--- src/sv/jac3_pkg.sv ---
// Shared types, constants and fixed-point helpers for the seven-point Jacobi sweep.
// Used by every module of the block; depends on nothing.
`timescale 1ns / 1ps
`default_nettype none

package jac3_pkg;

   localparam int DEF_MAX_GRID  = 64;
   localparam int DEF_FRAC_BITS = 40;

   localparam logic [62:0] RST_INV_H2    = 63'd4518602996613120;
   localparam logic [62:0] RST_GRID_STEP = 63'd34902868016;
   localparam logic [62:0] RST_FACTOR    = 63'd10995116;
   localparam logic [62:0] RST_A_COEFF   = 63'd109951162777600000;
   localparam logic [62:0] RST_EPS       = 63'd10995;

   localparam logic signed [63:0] S64_MAX = 64'sh7FFF_FFFF_FFFF_FFFF;
   localparam logic signed [63:0] S64_MIN = 64'sh8000_0000_0000_0000;

   typedef enum logic [2:0] {
      REG_GRID_SIZE = 3'd0,
      REG_INV_H2    = 3'd1,
      REG_GRID_STEP = 3'd2,
      REG_FACTOR    = 3'd3,
      REG_A_COEFF   = 3'd4,
      REG_EPS       = 3'd5
   } reg_index_type;

   typedef enum logic [2:0] {
      RD_CENTRE = 3'd0,
      RD_IM     = 3'd1,
      RD_IP     = 3'd2,
      RD_JM     = 3'd3,
      RD_JP     = 3'd4,
      RD_KM     = 3'd5,
      RD_KP     = 3'd6
   } rd_sel_type;

   typedef enum logic [3:0] {
      J_X  = 4'd0,
      J_Y  = 4'd1,
      J_Z  = 4'd2,
      J_XX = 4'd3,
      J_YY = 4'd4,
      J_ZZ = 4'd5,
      J_AR = 4'd6,
      J_SH = 4'd7,
      J_UF = 4'd8
   } job_type;

   typedef enum logic [2:0] {
      ST_IDLE,
      ST_CHECK,
      ST_OLD,
      ST_SUM,
      ST_MUL_GO,
      ST_MUL_WAIT,
      ST_CHG,
      ST_OUT
   } state_type;

   typedef struct packed {
      logic       accept;
      logic       rd_en;
      rd_sel_type rd_sel;
      logic       old_load;
      logic       boundary_pass;
      logic       sum_first;
      logic       sum_add;
      logic       mul_start;
      logic       mul_commit;
      job_type    job;
      logic       chg_update;
      logic       out_load;
   } cmd_type;

   typedef struct packed {
      logic go;
      logic boundary;
      logic mul_done;
      logic out_busy;
   } stat_type;

   function automatic logic signed [63:0] sat_add(input logic signed [63:0] a,
                                                  input logic signed [63:0] b);
      logic signed [64:0] s;
      s = {a[63], a} + {b[63], b};
      if (s[64] != s[63]) begin
         sat_add = s[64] ? S64_MIN : S64_MAX;
      end else begin
         sat_add = s[63:0];
      end
   endfunction

   function automatic logic signed [63:0] sat_sub(input logic signed [63:0] a,
                                                  input logic signed [63:0] b);
      logic signed [64:0] s;
      s = {a[63], a} - {b[63], b};
      if (s[64] != s[63]) begin
         sat_sub = s[64] ? S64_MIN : S64_MAX;
      end else begin
         sat_sub = s[63:0];
      end
   endfunction

   function automatic logic [63:0] mag64(input logic signed [63:0] a);
      mag64 = a[63] ? (64'd0 - 64'(a)) : 64'(a);
   endfunction

endpackage

`default_nettype wire

--- src/sv/jac3_ctrl.sv ---
// Controller state machine of the Jacobi sweep: sequences window reads,
// multiplier jobs and result loads. Depends on jac3_pkg.
`timescale 1ns / 1ps
`default_nettype none

module jac3_ctrl (
   input  wire logic               clock,
   input  wire logic               reset,
   input  wire logic               req_tvalid,
   output logic                    req_tready,
   input  wire jac3_pkg::stat_type stat,
   output jac3_pkg::cmd_type       cmd
);
   import jac3_pkg::*;

   state_type state_ff, state_in;
   logic [2:0] k_ff, k_in;
   job_type job_ff, job_in;

   always_comb begin
      state_in   = state_ff;
      k_in       = k_ff;
      job_in     = job_ff;
      cmd        = '0;
      cmd.rd_sel = RD_CENTRE;
      cmd.job    = job_ff;
      req_tready = (state_ff == ST_IDLE);
      unique case (state_ff)
         ST_IDLE: begin
            cmd.accept = req_tvalid;
            if (req_tvalid) begin
               state_in = ST_CHECK;
            end
         end
         ST_CHECK: begin
            if (stat.go) begin
               cmd.rd_en = 1'b1;
               state_in  = ST_OLD;
            end else begin
               state_in = ST_IDLE;
            end
         end
         ST_OLD: begin
            cmd.old_load = 1'b1;
            if (stat.boundary) begin
               cmd.boundary_pass = 1'b1;
               state_in          = ST_OUT;
            end else begin
               cmd.rd_en  = 1'b1;
               cmd.rd_sel = RD_IM;
               k_in       = 3'd0;
               state_in   = ST_SUM;
            end
         end
         ST_SUM: begin
            cmd.sum_first = (k_ff == 3'd0);
            cmd.sum_add   = (k_ff != 3'd0);
            if (k_ff == 3'd5) begin
               job_in   = J_X;
               state_in = ST_MUL_GO;
            end else begin
               cmd.rd_en  = 1'b1;
               cmd.rd_sel = rd_sel_type'(k_ff + 3'd2);
               k_in       = k_ff + 3'd1;
            end
         end
         ST_MUL_GO: begin
            cmd.mul_start = 1'b1;
            state_in      = ST_MUL_WAIT;
         end
         ST_MUL_WAIT: begin
            if (stat.mul_done) begin
               cmd.mul_commit = 1'b1;
               if (job_ff == J_UF) begin
                  state_in = ST_CHG;
               end else begin
                  job_in   = job_type'(job_ff + 4'd1);
                  state_in = ST_MUL_GO;
               end
            end
         end
         ST_CHG: begin
            cmd.chg_update = 1'b1;
            state_in       = ST_OUT;
         end
         ST_OUT: begin
            if (!stat.out_busy) begin
               cmd.out_load = 1'b1;
               state_in     = ST_IDLE;
            end
         end
         default: state_in = ST_IDLE;
      endcase
   end

   always_ff @(posedge clock) begin
      if (reset) begin
         state_ff <= ST_IDLE;
         k_ff     <= '0;
         job_ff   <= J_X;
      end else begin
         state_ff <= state_in;
         k_ff     <= k_in;
         job_ff   <= job_in;
      end
   end

endmodule

`default_nettype wire

--- config.mk ---
export PLATFORM = sky130hd
export DESIGN_NAME = jac3_ctrl
export DESIGN_NICKNAME = d
export VERILOG_FILES = /design/src/sv/jac3_pkg.sv /design/src/sv/jac3_ctrl.sv
export SDC_FILE = /design/constraint.sdc
export NUM_CORES = 1
export LEC_CHECK = 0
export BUFFER_PORTS_ARGS = -buffer_cell sky130_fd_sc_hd__buf_2
export CAP_MARGIN = 20
export CORE_MARGIN = 1
export CORE_UTILIZATION = 49
export CTS_CLUSTER_SIZE = 14
export DETAILED_ROUTE_END_ITERATION = 16
export HOLD_SLACK_MARGIN = 0.15
export PLACE_DENSITY = 0.77
export SLEW_MARGIN = 20
export SYNTH_ARGS = -nofsm -noshare
export SYNTH_HDL_FRONTEND = slang
export SYNTH_SLANG_ARGS = --single-unit
--- constraint.sdc ---
create_clock -name clock -period 1.8 [get_ports clock]
set_input_delay 0.18 -clock clock [delete_from_list [all_inputs] [get_ports clock]]
set_output_delay 0.18 -clock clock [all_outputs]
set_load 0.03 [all_outputs]
==> results of run 1 <==
-- worst min-delay path, delay by kind of cell --
kind / cells / cell delay [ns]
buf+inv: 1 / 0.08
simple gates: 2 / 0.15
-- routing by layer --
metal	global-route usage, %	wire (um)
met1	29.1	855
met3	7.39	114
met5	0	0
met2	38.4	881
met4	4.52	15
-- sequential cells by signal (all words and copies together) (netlist names) --
signal    count
state_ff      3
k_ff          3
job_ff        4
-- what timing repair did --
| item | 4_1_cts | 5_1_grt |
|---|---|---|
| pin swaps | 2 | 2 |
| gates resized for setup | 7 | 1 |
| buffers inserted | 2 | 0 |
| endpoints found under the setup margin | 1 | 2 |
-- cells in the final DEF, fill, tap and decap left out, drive strengths merged, types with 2 or more instances in the layout --
cell and count:
a211o 2, a21oi 6, and2 4, buf 33
clkbuf 3, dfxtp 10, ha 5, inv 8
nand2 5, nand2b 6, nand3b 3, nand4b 4
nor2 7, nor3 3, nor3b 2, nor4 3
o221ai 3, or3 4
-- layout make-up --
type / count / area (um^2)
Timing Repair Buffer: 33 / 190
Inverter: 9 / 33.8
Tap cell: 15 / 18.8
Sequential cell: 10 / 203
Multi-Input combinational cell: 73 / 538
Clock buffer: 3 / 22.5
Fill cell: 119 / 377
-- metrics by stage --
step,instances,power (mW)
2_1_floorplan,98,0.370
3_3_place_gp,138,0.419
3_5_place_dp,138,0.422
4_1_cts,143,0.585
5_1_grt,143,0.614
6_report,143,0.584
-- Yosys cell counts (3+ instances only) --
cell type | instances | area, um^2
a21oi_1 | 6 | 30.0
and2_1 | 4 | 25.0
buf_2 | 3 | 15.0
dfxtp_1 | 10 | 200
ha_1 | 5 | 62.6
inv_1 | 8 | 30.0
nand2_1 | 5 | 18.8
nand2b_1 | 6 | 37.5
nand3b_1 | 3 | 22.5
nand4b_1 | 3 | 26.3
nor2_1 | 7 | 26.3
nor3_1 | 3 | 15.0
nor4_1 | 3 | 18.8
o221ai_1 | 3 | 26.3
or3_1 | 4 | 25.0
-- power breakdown --
part           internal [mW]  switching [mW]
Combinational         0.0723           0.111
Sequential             0.230         0.00967
Clock                 0.0777          0.0833
-- cells by family after synthesis --
family / Yosys count
and+or+nand+nor: 46
AOI/OAI and AO/OA: 20
buffers and inverters: 15
DFF: 10
adders and majority gates: 5
xor gates and xnor gates: 1
muxes: 1
-- path summary, 6_finish.rpt --
check / from / end / slack, ns
worst max-delay path: k_ff[1] / cmd[15] / 0.01
worst min register to register: k_ff[0] / k_ff[0] / 0.53
worst min-delay path: req_tvalid / state_ff[0] / 0.18
worst max register to register: job_ff[0] / job_ff[0] / 0.36
==> flow_summary_export.csv, run 1 <==
group,metric,value,unit
logic_synthesis,muxShareOfSynthArea,1.29,%
global_routing,grt_max_degree,12,
worst_setup_path,critPathSlowestCell,"dfxtp_2",
global_routing,track_usage,23.1,%
route,drc,0,
sta,worst_pin_slew,0.382,ns
logic_synthesis,synth.cell_area,776,um^2
clocking,numCtsBuffers,3,
logic_synthesis,synth_edf_count,0,
die,dieHeight,41.8,um
global_routing,grt_pass1_wl,3220,um
worst_setup_path,crit_cells,6,
die,dieWidth,41.8,um
route,wl_per_cell,13.0,um
power_and_ir_drop,ir_drop,0.472,mV
sta,rsz0062_at_grt,"yes",
placed_design,dpl_cell_area,943,um^2
logic_synthesis,synth_compound_area_share,18.9,%
global_routing,antenna_found_initial,0,
placed_design,io_buffers,24,
sta,timing.final.hold_violations,0,
worst_setup_path,cp.required,1.62,ns
placed_design,place_congestion,0.887,
sta,fin_crit_sh,99.4,%
placed_design,dp_hpwl,1400,um
logic_synthesis,avgSynthCellArea,7.92,um^2
die,initial_core_util,56.1,%
power_and_ir_drop,p_per_area,581,nW/um^2
die,fp.dieArea,1750,um^2
final_layout,area_delta_synth_final,29.7,%
clocking,cts_hold_buf,0,
route,via_per_inst,5.70,
logic_synthesis,yosysUniqueCellTypes,37,
sta,fmaxAchievable,0.559,GHz
final_layout,layout.nets,142,
global_routing,grt-ovfl-total,0,
logic_synthesis,synth-simple-area-share,36.1,%
clocking,clk_latency,0.28,ns
outcome,status,"complete, no violations",
clocking,cts.sinks,10,
logic_synthesis,synth_top_family_by_area,"simple AND/OR/NAND/NOR gates",
worst_setup_path,arrival,1.61,ns
logic_synthesis,ys_warn_count,0,
final_layout,design_area,1010,um^2
final_layout,fin_util,72.8,%
worst_setup_path,r2r_cells,5,
worst_setup_path,cp_slowest_stage_delay,0.33,ns
logic_synthesis,synthCells,98,
sta,relSlewSlack,74.2,%
worst_setup_path,cp_num_buf_inv,2,
logic_synthesis,synth_xor_area_share,1.13,%
clocking,cts-htree-levels,1,
die,fp-row-count,13,
logic_synthesis,yosys.area_share.adder,8.06,%
route,drt_iter0_drc,14,
clocking,clkSlewWorstSetupHoldPaths,0.07,ns
worst_setup_path,worst_setup_path_end_kind,"primary output",
clocking,clock_path_buffers,2,
clocking,cts_root_buffer,"clkbuf_4",
sta,finalSetupViolCount,0,
global_routing,grt_pass1_vias,726,
sta,maxSlewViolCount,0,
logic_synthesis,synth_nets,110,
sta,setup_slack,0.0110,ns
clocking,cts_tree,"yes",
worst_setup_path,worstPathCellList,"inv_2 -> ha_4 -> and3_4 -> a211o_1 -> a211oi_2 -> buf_4",
die,io_pins,25,
worst_setup_path,critPathMaxFanout,2,
sta,skew,0.00292,ns
sta,fin_tns_setup,0,ns
final_layout,drive_gt1_share,35.9,%
route,antenna_left,0,
worst_setup_path,crit_family,"compound AO/OA/AOI/OAI gates",
worst_setup_path,crit_type,"reg -> out",
logic_synthesis,async_flop_share,0,%
route,num_vias,815,
die,core_area,1380,um^2
placed_design,place_ws,0.174,ns
worst_hold_path,hp-class,"in -> reg",
logic_synthesis,ys_seq_area_share,25.8,%
run,drv_cap,0,
power_and_ir_drop,power_leakage,0.448,nW
sta,period_minus_slack,1.79,ns
final_layout,diodes,0,
sta,fin_hold_ws,0.183,ns
logic_synthesis,ys.flop_type,"dfxtp_1",
logic_synthesis,ys_ff_latch,10,
worst_setup_path,worstSetupStartpointType,"flop",
worst_hold_path,hold_path_depth,3,
route,wl,1870,um
route,drt_pass1_iterations,4,
Note: power is estimated with default switching activity, not from simulation.
==> run 2: changes to the inputs <==
--- a/config.mk
+++ b/config.mk
@@ -5,6 +5,7 @@
 export SDC_FILE = /design/constraint.sdc
 export NUM_CORES = 1
 export LEC_CHECK = 0
+export ABC_AREA = 1
 export BUFFER_PORTS_ARGS = -buffer_cell sky130_fd_sc_hd__buf_2
 export CAP_MARGIN = 20
 export CORE_MARGIN = 1
==> run 2 against run 1 <==
Design area up 0.75%. Critical path type unchanged. Via count up 6.0%. Count of clock-buffer cells in the layout up 1. Sequential power up 55%. Synthesized cell count up 32%. Power up 130%. Setup slack better by 0.085 ns. Combinational power rose to 4.3 times the previous value. Critical path depth up 2. Synthesized area up 5.3%. Die area up 5.1%. Core utilization down 6.3 points.
==> flow_summary_export.csv, run 2 <==
group,metric,value,unit
worst_setup_path,cp_slowest_stage_delay,0.37,ns
die,fp.dieArea,1830,um^2
final_layout,final_cell_mix,"nor2_1, nand2_1, buf_2, inv_1, nand3_1",
sta,fmaxAchievable,0.587,GHz
die,core_area,1520,um^2
logic_synthesis,synth_edf_count,0,
route,drc,0,
clocking,clk_latency,0.27,ns
route,drt_pass1_iterations,4,
sta,maxSlewViolCount,0,
logic_synthesis,synth_top_family_by_area,"simple AND/OR/NAND/NOR gates",
logic_synthesis,yosysUniqueCellTypes,22,
logic_synthesis,ys_ff_latch,10,
sta,fin_crit_sh,94.7,%
final_layout,largest_register_ffs,4,
global_routing,grt-ovfl-total,0,
logic_synthesis,ys_seq_area_share,24.5,%
route,num_vias,864,
logic_synthesis,ys.flop_type,"dfxtp_1",
die,dieHeight,42.8,um
run,drv_cap,0,
final_layout,multi_input_area,529,um^2
sta,worst_pin_slew,0.284,ns
sta,skew,0.00129,ns
worst_setup_path,crit_type,"reg -> out",
die,initial_core_util,53.6,%
logic_synthesis,yosys.area_share.adder,7.66,%
final_layout,layout.nets,169,
final_layout,drive_gt1_share,32.1,%
logic_synthesis,async_flop_share,0,%
logic_synthesis,synth_top_cell_by_area,"dfxtp_1",
placed_design,dp_hpwl,1470,um
die,dieWidth,42.8,um
sta,fin_tns_setup,0,ns
logic_synthesis,synthCells,129,
power_and_ir_drop,ir_drop,0.893,mV
logic_synthesis,yosysMostFrequentCell,"nor2_1",
worst_setup_path,arrival,1.52,ns
logic_synthesis,synth_compound_area_share,6.43,%
outcome,status,"complete, no violations",
worst_setup_path,crit_family,"flip-flops",
clocking,cts.sinks,10,
sta,period_minus_slack,1.70,ns
worst_setup_path,critPathMaxFanout,5,
global_routing,antenna_found_initial,0,
placed_design,io_buffers,24,
logic_synthesis,ys_warn_count,0,
worst_hold_path,hp-class,"in -> reg",
clocking,cts_root_buffer,"clkbuf_4",
die,io_pins,25,
sta,finalSetupViolCount,0,
final_layout,seqCellArea,206,um^2
logic_synthesis,synthTopCellsByCount,"nor2_1, nand2_1, inv_1",
global_routing,grt_pass1_wl,3100,um
worst_setup_path,worstSetupStartpointType,"flop",
final_layout,fillers,171,
logic_synthesis,avgSynthCellArea,6.33,um^2
clocking,cts_tree,"yes",
logic_synthesis,muxShareOfSynthArea,0,%
logic_synthesis,synth-simple-area-share,45.8,%
final_layout,area_delta_synth_final,24.0,%
clocking,clkSlewWorstSetupHoldPaths,0.06,ns
final_layout,final_common_cell,"nor2_1",
route,wl,1920,um
route,antenna_left,0,
logic_synthesis,synth_xor_area_share,3.22,%
logic_synthesis,yosysTopAreaCellShare,24.5,%
clocking,cts-htree-levels,1,
placed_design,place_congestion,0.910,
final_layout,fin_util,66.5,%
clocking,numCtsBuffers,3,
final_layout,regMostFlops,"job_ff",
route,wl_per_cell,11.2,um
power_and_ir_drop,power_leakage,0.537,nW
global_routing,track_usage,23.1,%
power_and_ir_drop,p_per_area,1340,nW/um^2
sta,rsz0062_at_grt,"no",
worst_setup_path,critPathSlowestCell,"dfxtp_4",
logic_synthesis,synthTopCellsByArea,"dfxtp_1, nor2_1, nand2_1",
route,via_per_inst,5.02,
sta,relSlewSlack,81.1,%
worst_setup_path,cp_num_buf_inv,3,
clocking,clock_path_buffers,2,
logic_synthesis,synth_nets,141,
final_layout,reg_top3,"job_ff: 4 flops, k_ff: 3 flops, state_ff: 3 flops",
final_layout,diodes,0,
route,drt_iter0_drc,12,
global_routing,grt_pass1_vias,726,
power_and_ir_drop,fin_total_pwr,1.35,mW
worst_setup_path,cp.required,1.62,ns
worst_setup_path,worst_setup_path_end_kind,"primary output",
die,fp-row-count,14,
worst_setup_path,worstPathCellList,"inv_1 -> ha_1 -> nand2_2 -> inv_2 -> nor2_4 -> a21oi_4 -> a21oi_2 -> buf_4",
sta,timing.final.hold_violations,0,
logic_synthesis,synth.cell_area,817,um^2
global_routing,grt_max_degree,10,
run 2: cell count changes after synthesis, moves of 4 or more:
cell	change
and2_1	-4
nor2_1	+20
nand2b_1	-6
nand3_1	+7
or3_1	-4
nand2_1	+20
inv_1	+13
run 2: stage by stage:
stage	worst slack, ns	area, um^2	hold WS [ns]	std cells
after floorplan	0.0993	821	0.249	129
after global placement	0.328	948	0.451	167
after detailed placement	0.219	948	0.445	167
after CTS	0.0165	988	0.157	171
after global routing	0.00464	1010	0.166	172
final	0.0956	1010	0.183	172
run 2: final cells by class:
type	count	share of cell area (%)
flip-flops and latches	10	20.4
clock buffers	4	3.58
inverters	23	8.77
well taps	16	1.98
multi-input cells	94	52.2
repair buffers	25	13.1
run 2: what timing repair did:
item	4_1_cts	5_1_grt
setup buffers	0	1
endpoints found under the setup margin	2	4
hold buffers	0	0
pin swaps	0	1
gates resized for setup	2	8
run 2: final timing paths:
| kind | cells after the start | to | start | slack, ns |
|---|---|---|---|---|
| max | 8 | cmd[12] | k_ff[1] | 0.1 |
| min | 2 | job_ff[2] | reset | 0.18 |
| max reg2reg | 9 | k_ff[1] | k_ff[1] | 0.38 |
| min reg2reg | 2 | job_ff[1] | job_ff[1] | 0.51 |
run 2: report_power, final:
group          internal (mW)  switching [mW]  leakage (nW)
sequential             0.275          0.0956        0.0828
combinational          0.250           0.534         0.433
clock                  0.123          0.0772        0.0210
run 2: kinds of logic after synthesis:
logic type,Yosys count
DFF,10
buffers and inverters,25
xor gates and xnor gates,3
adders and majority gates,5
AOI/OAI and AO/OA,9
and+or+nand+nor,77
run 2: worst register-to-register path, stage by stage (launching register included):
cell and delay (ns):
dfxtp_4 0.37, inv_1 0.07, ha_1 0.19, nand2_2 0.10, inv_2 0.05, nor2_4 0.14, a21oi_4 0.06, buf_4 0.14
a21oi_1 0.13, nor2_1 0.06
run 2: layer usage:
layer	up-vias	GRT usage [%]	wire (um)	share of wire (%)
met5	-	0	0	0
met4	0	10.6	27	1.4
met3	5	7.66	76	4.0
met2	12	37.6	1010	52
met1	395	27.2	809	42
li1	452	-	-	-
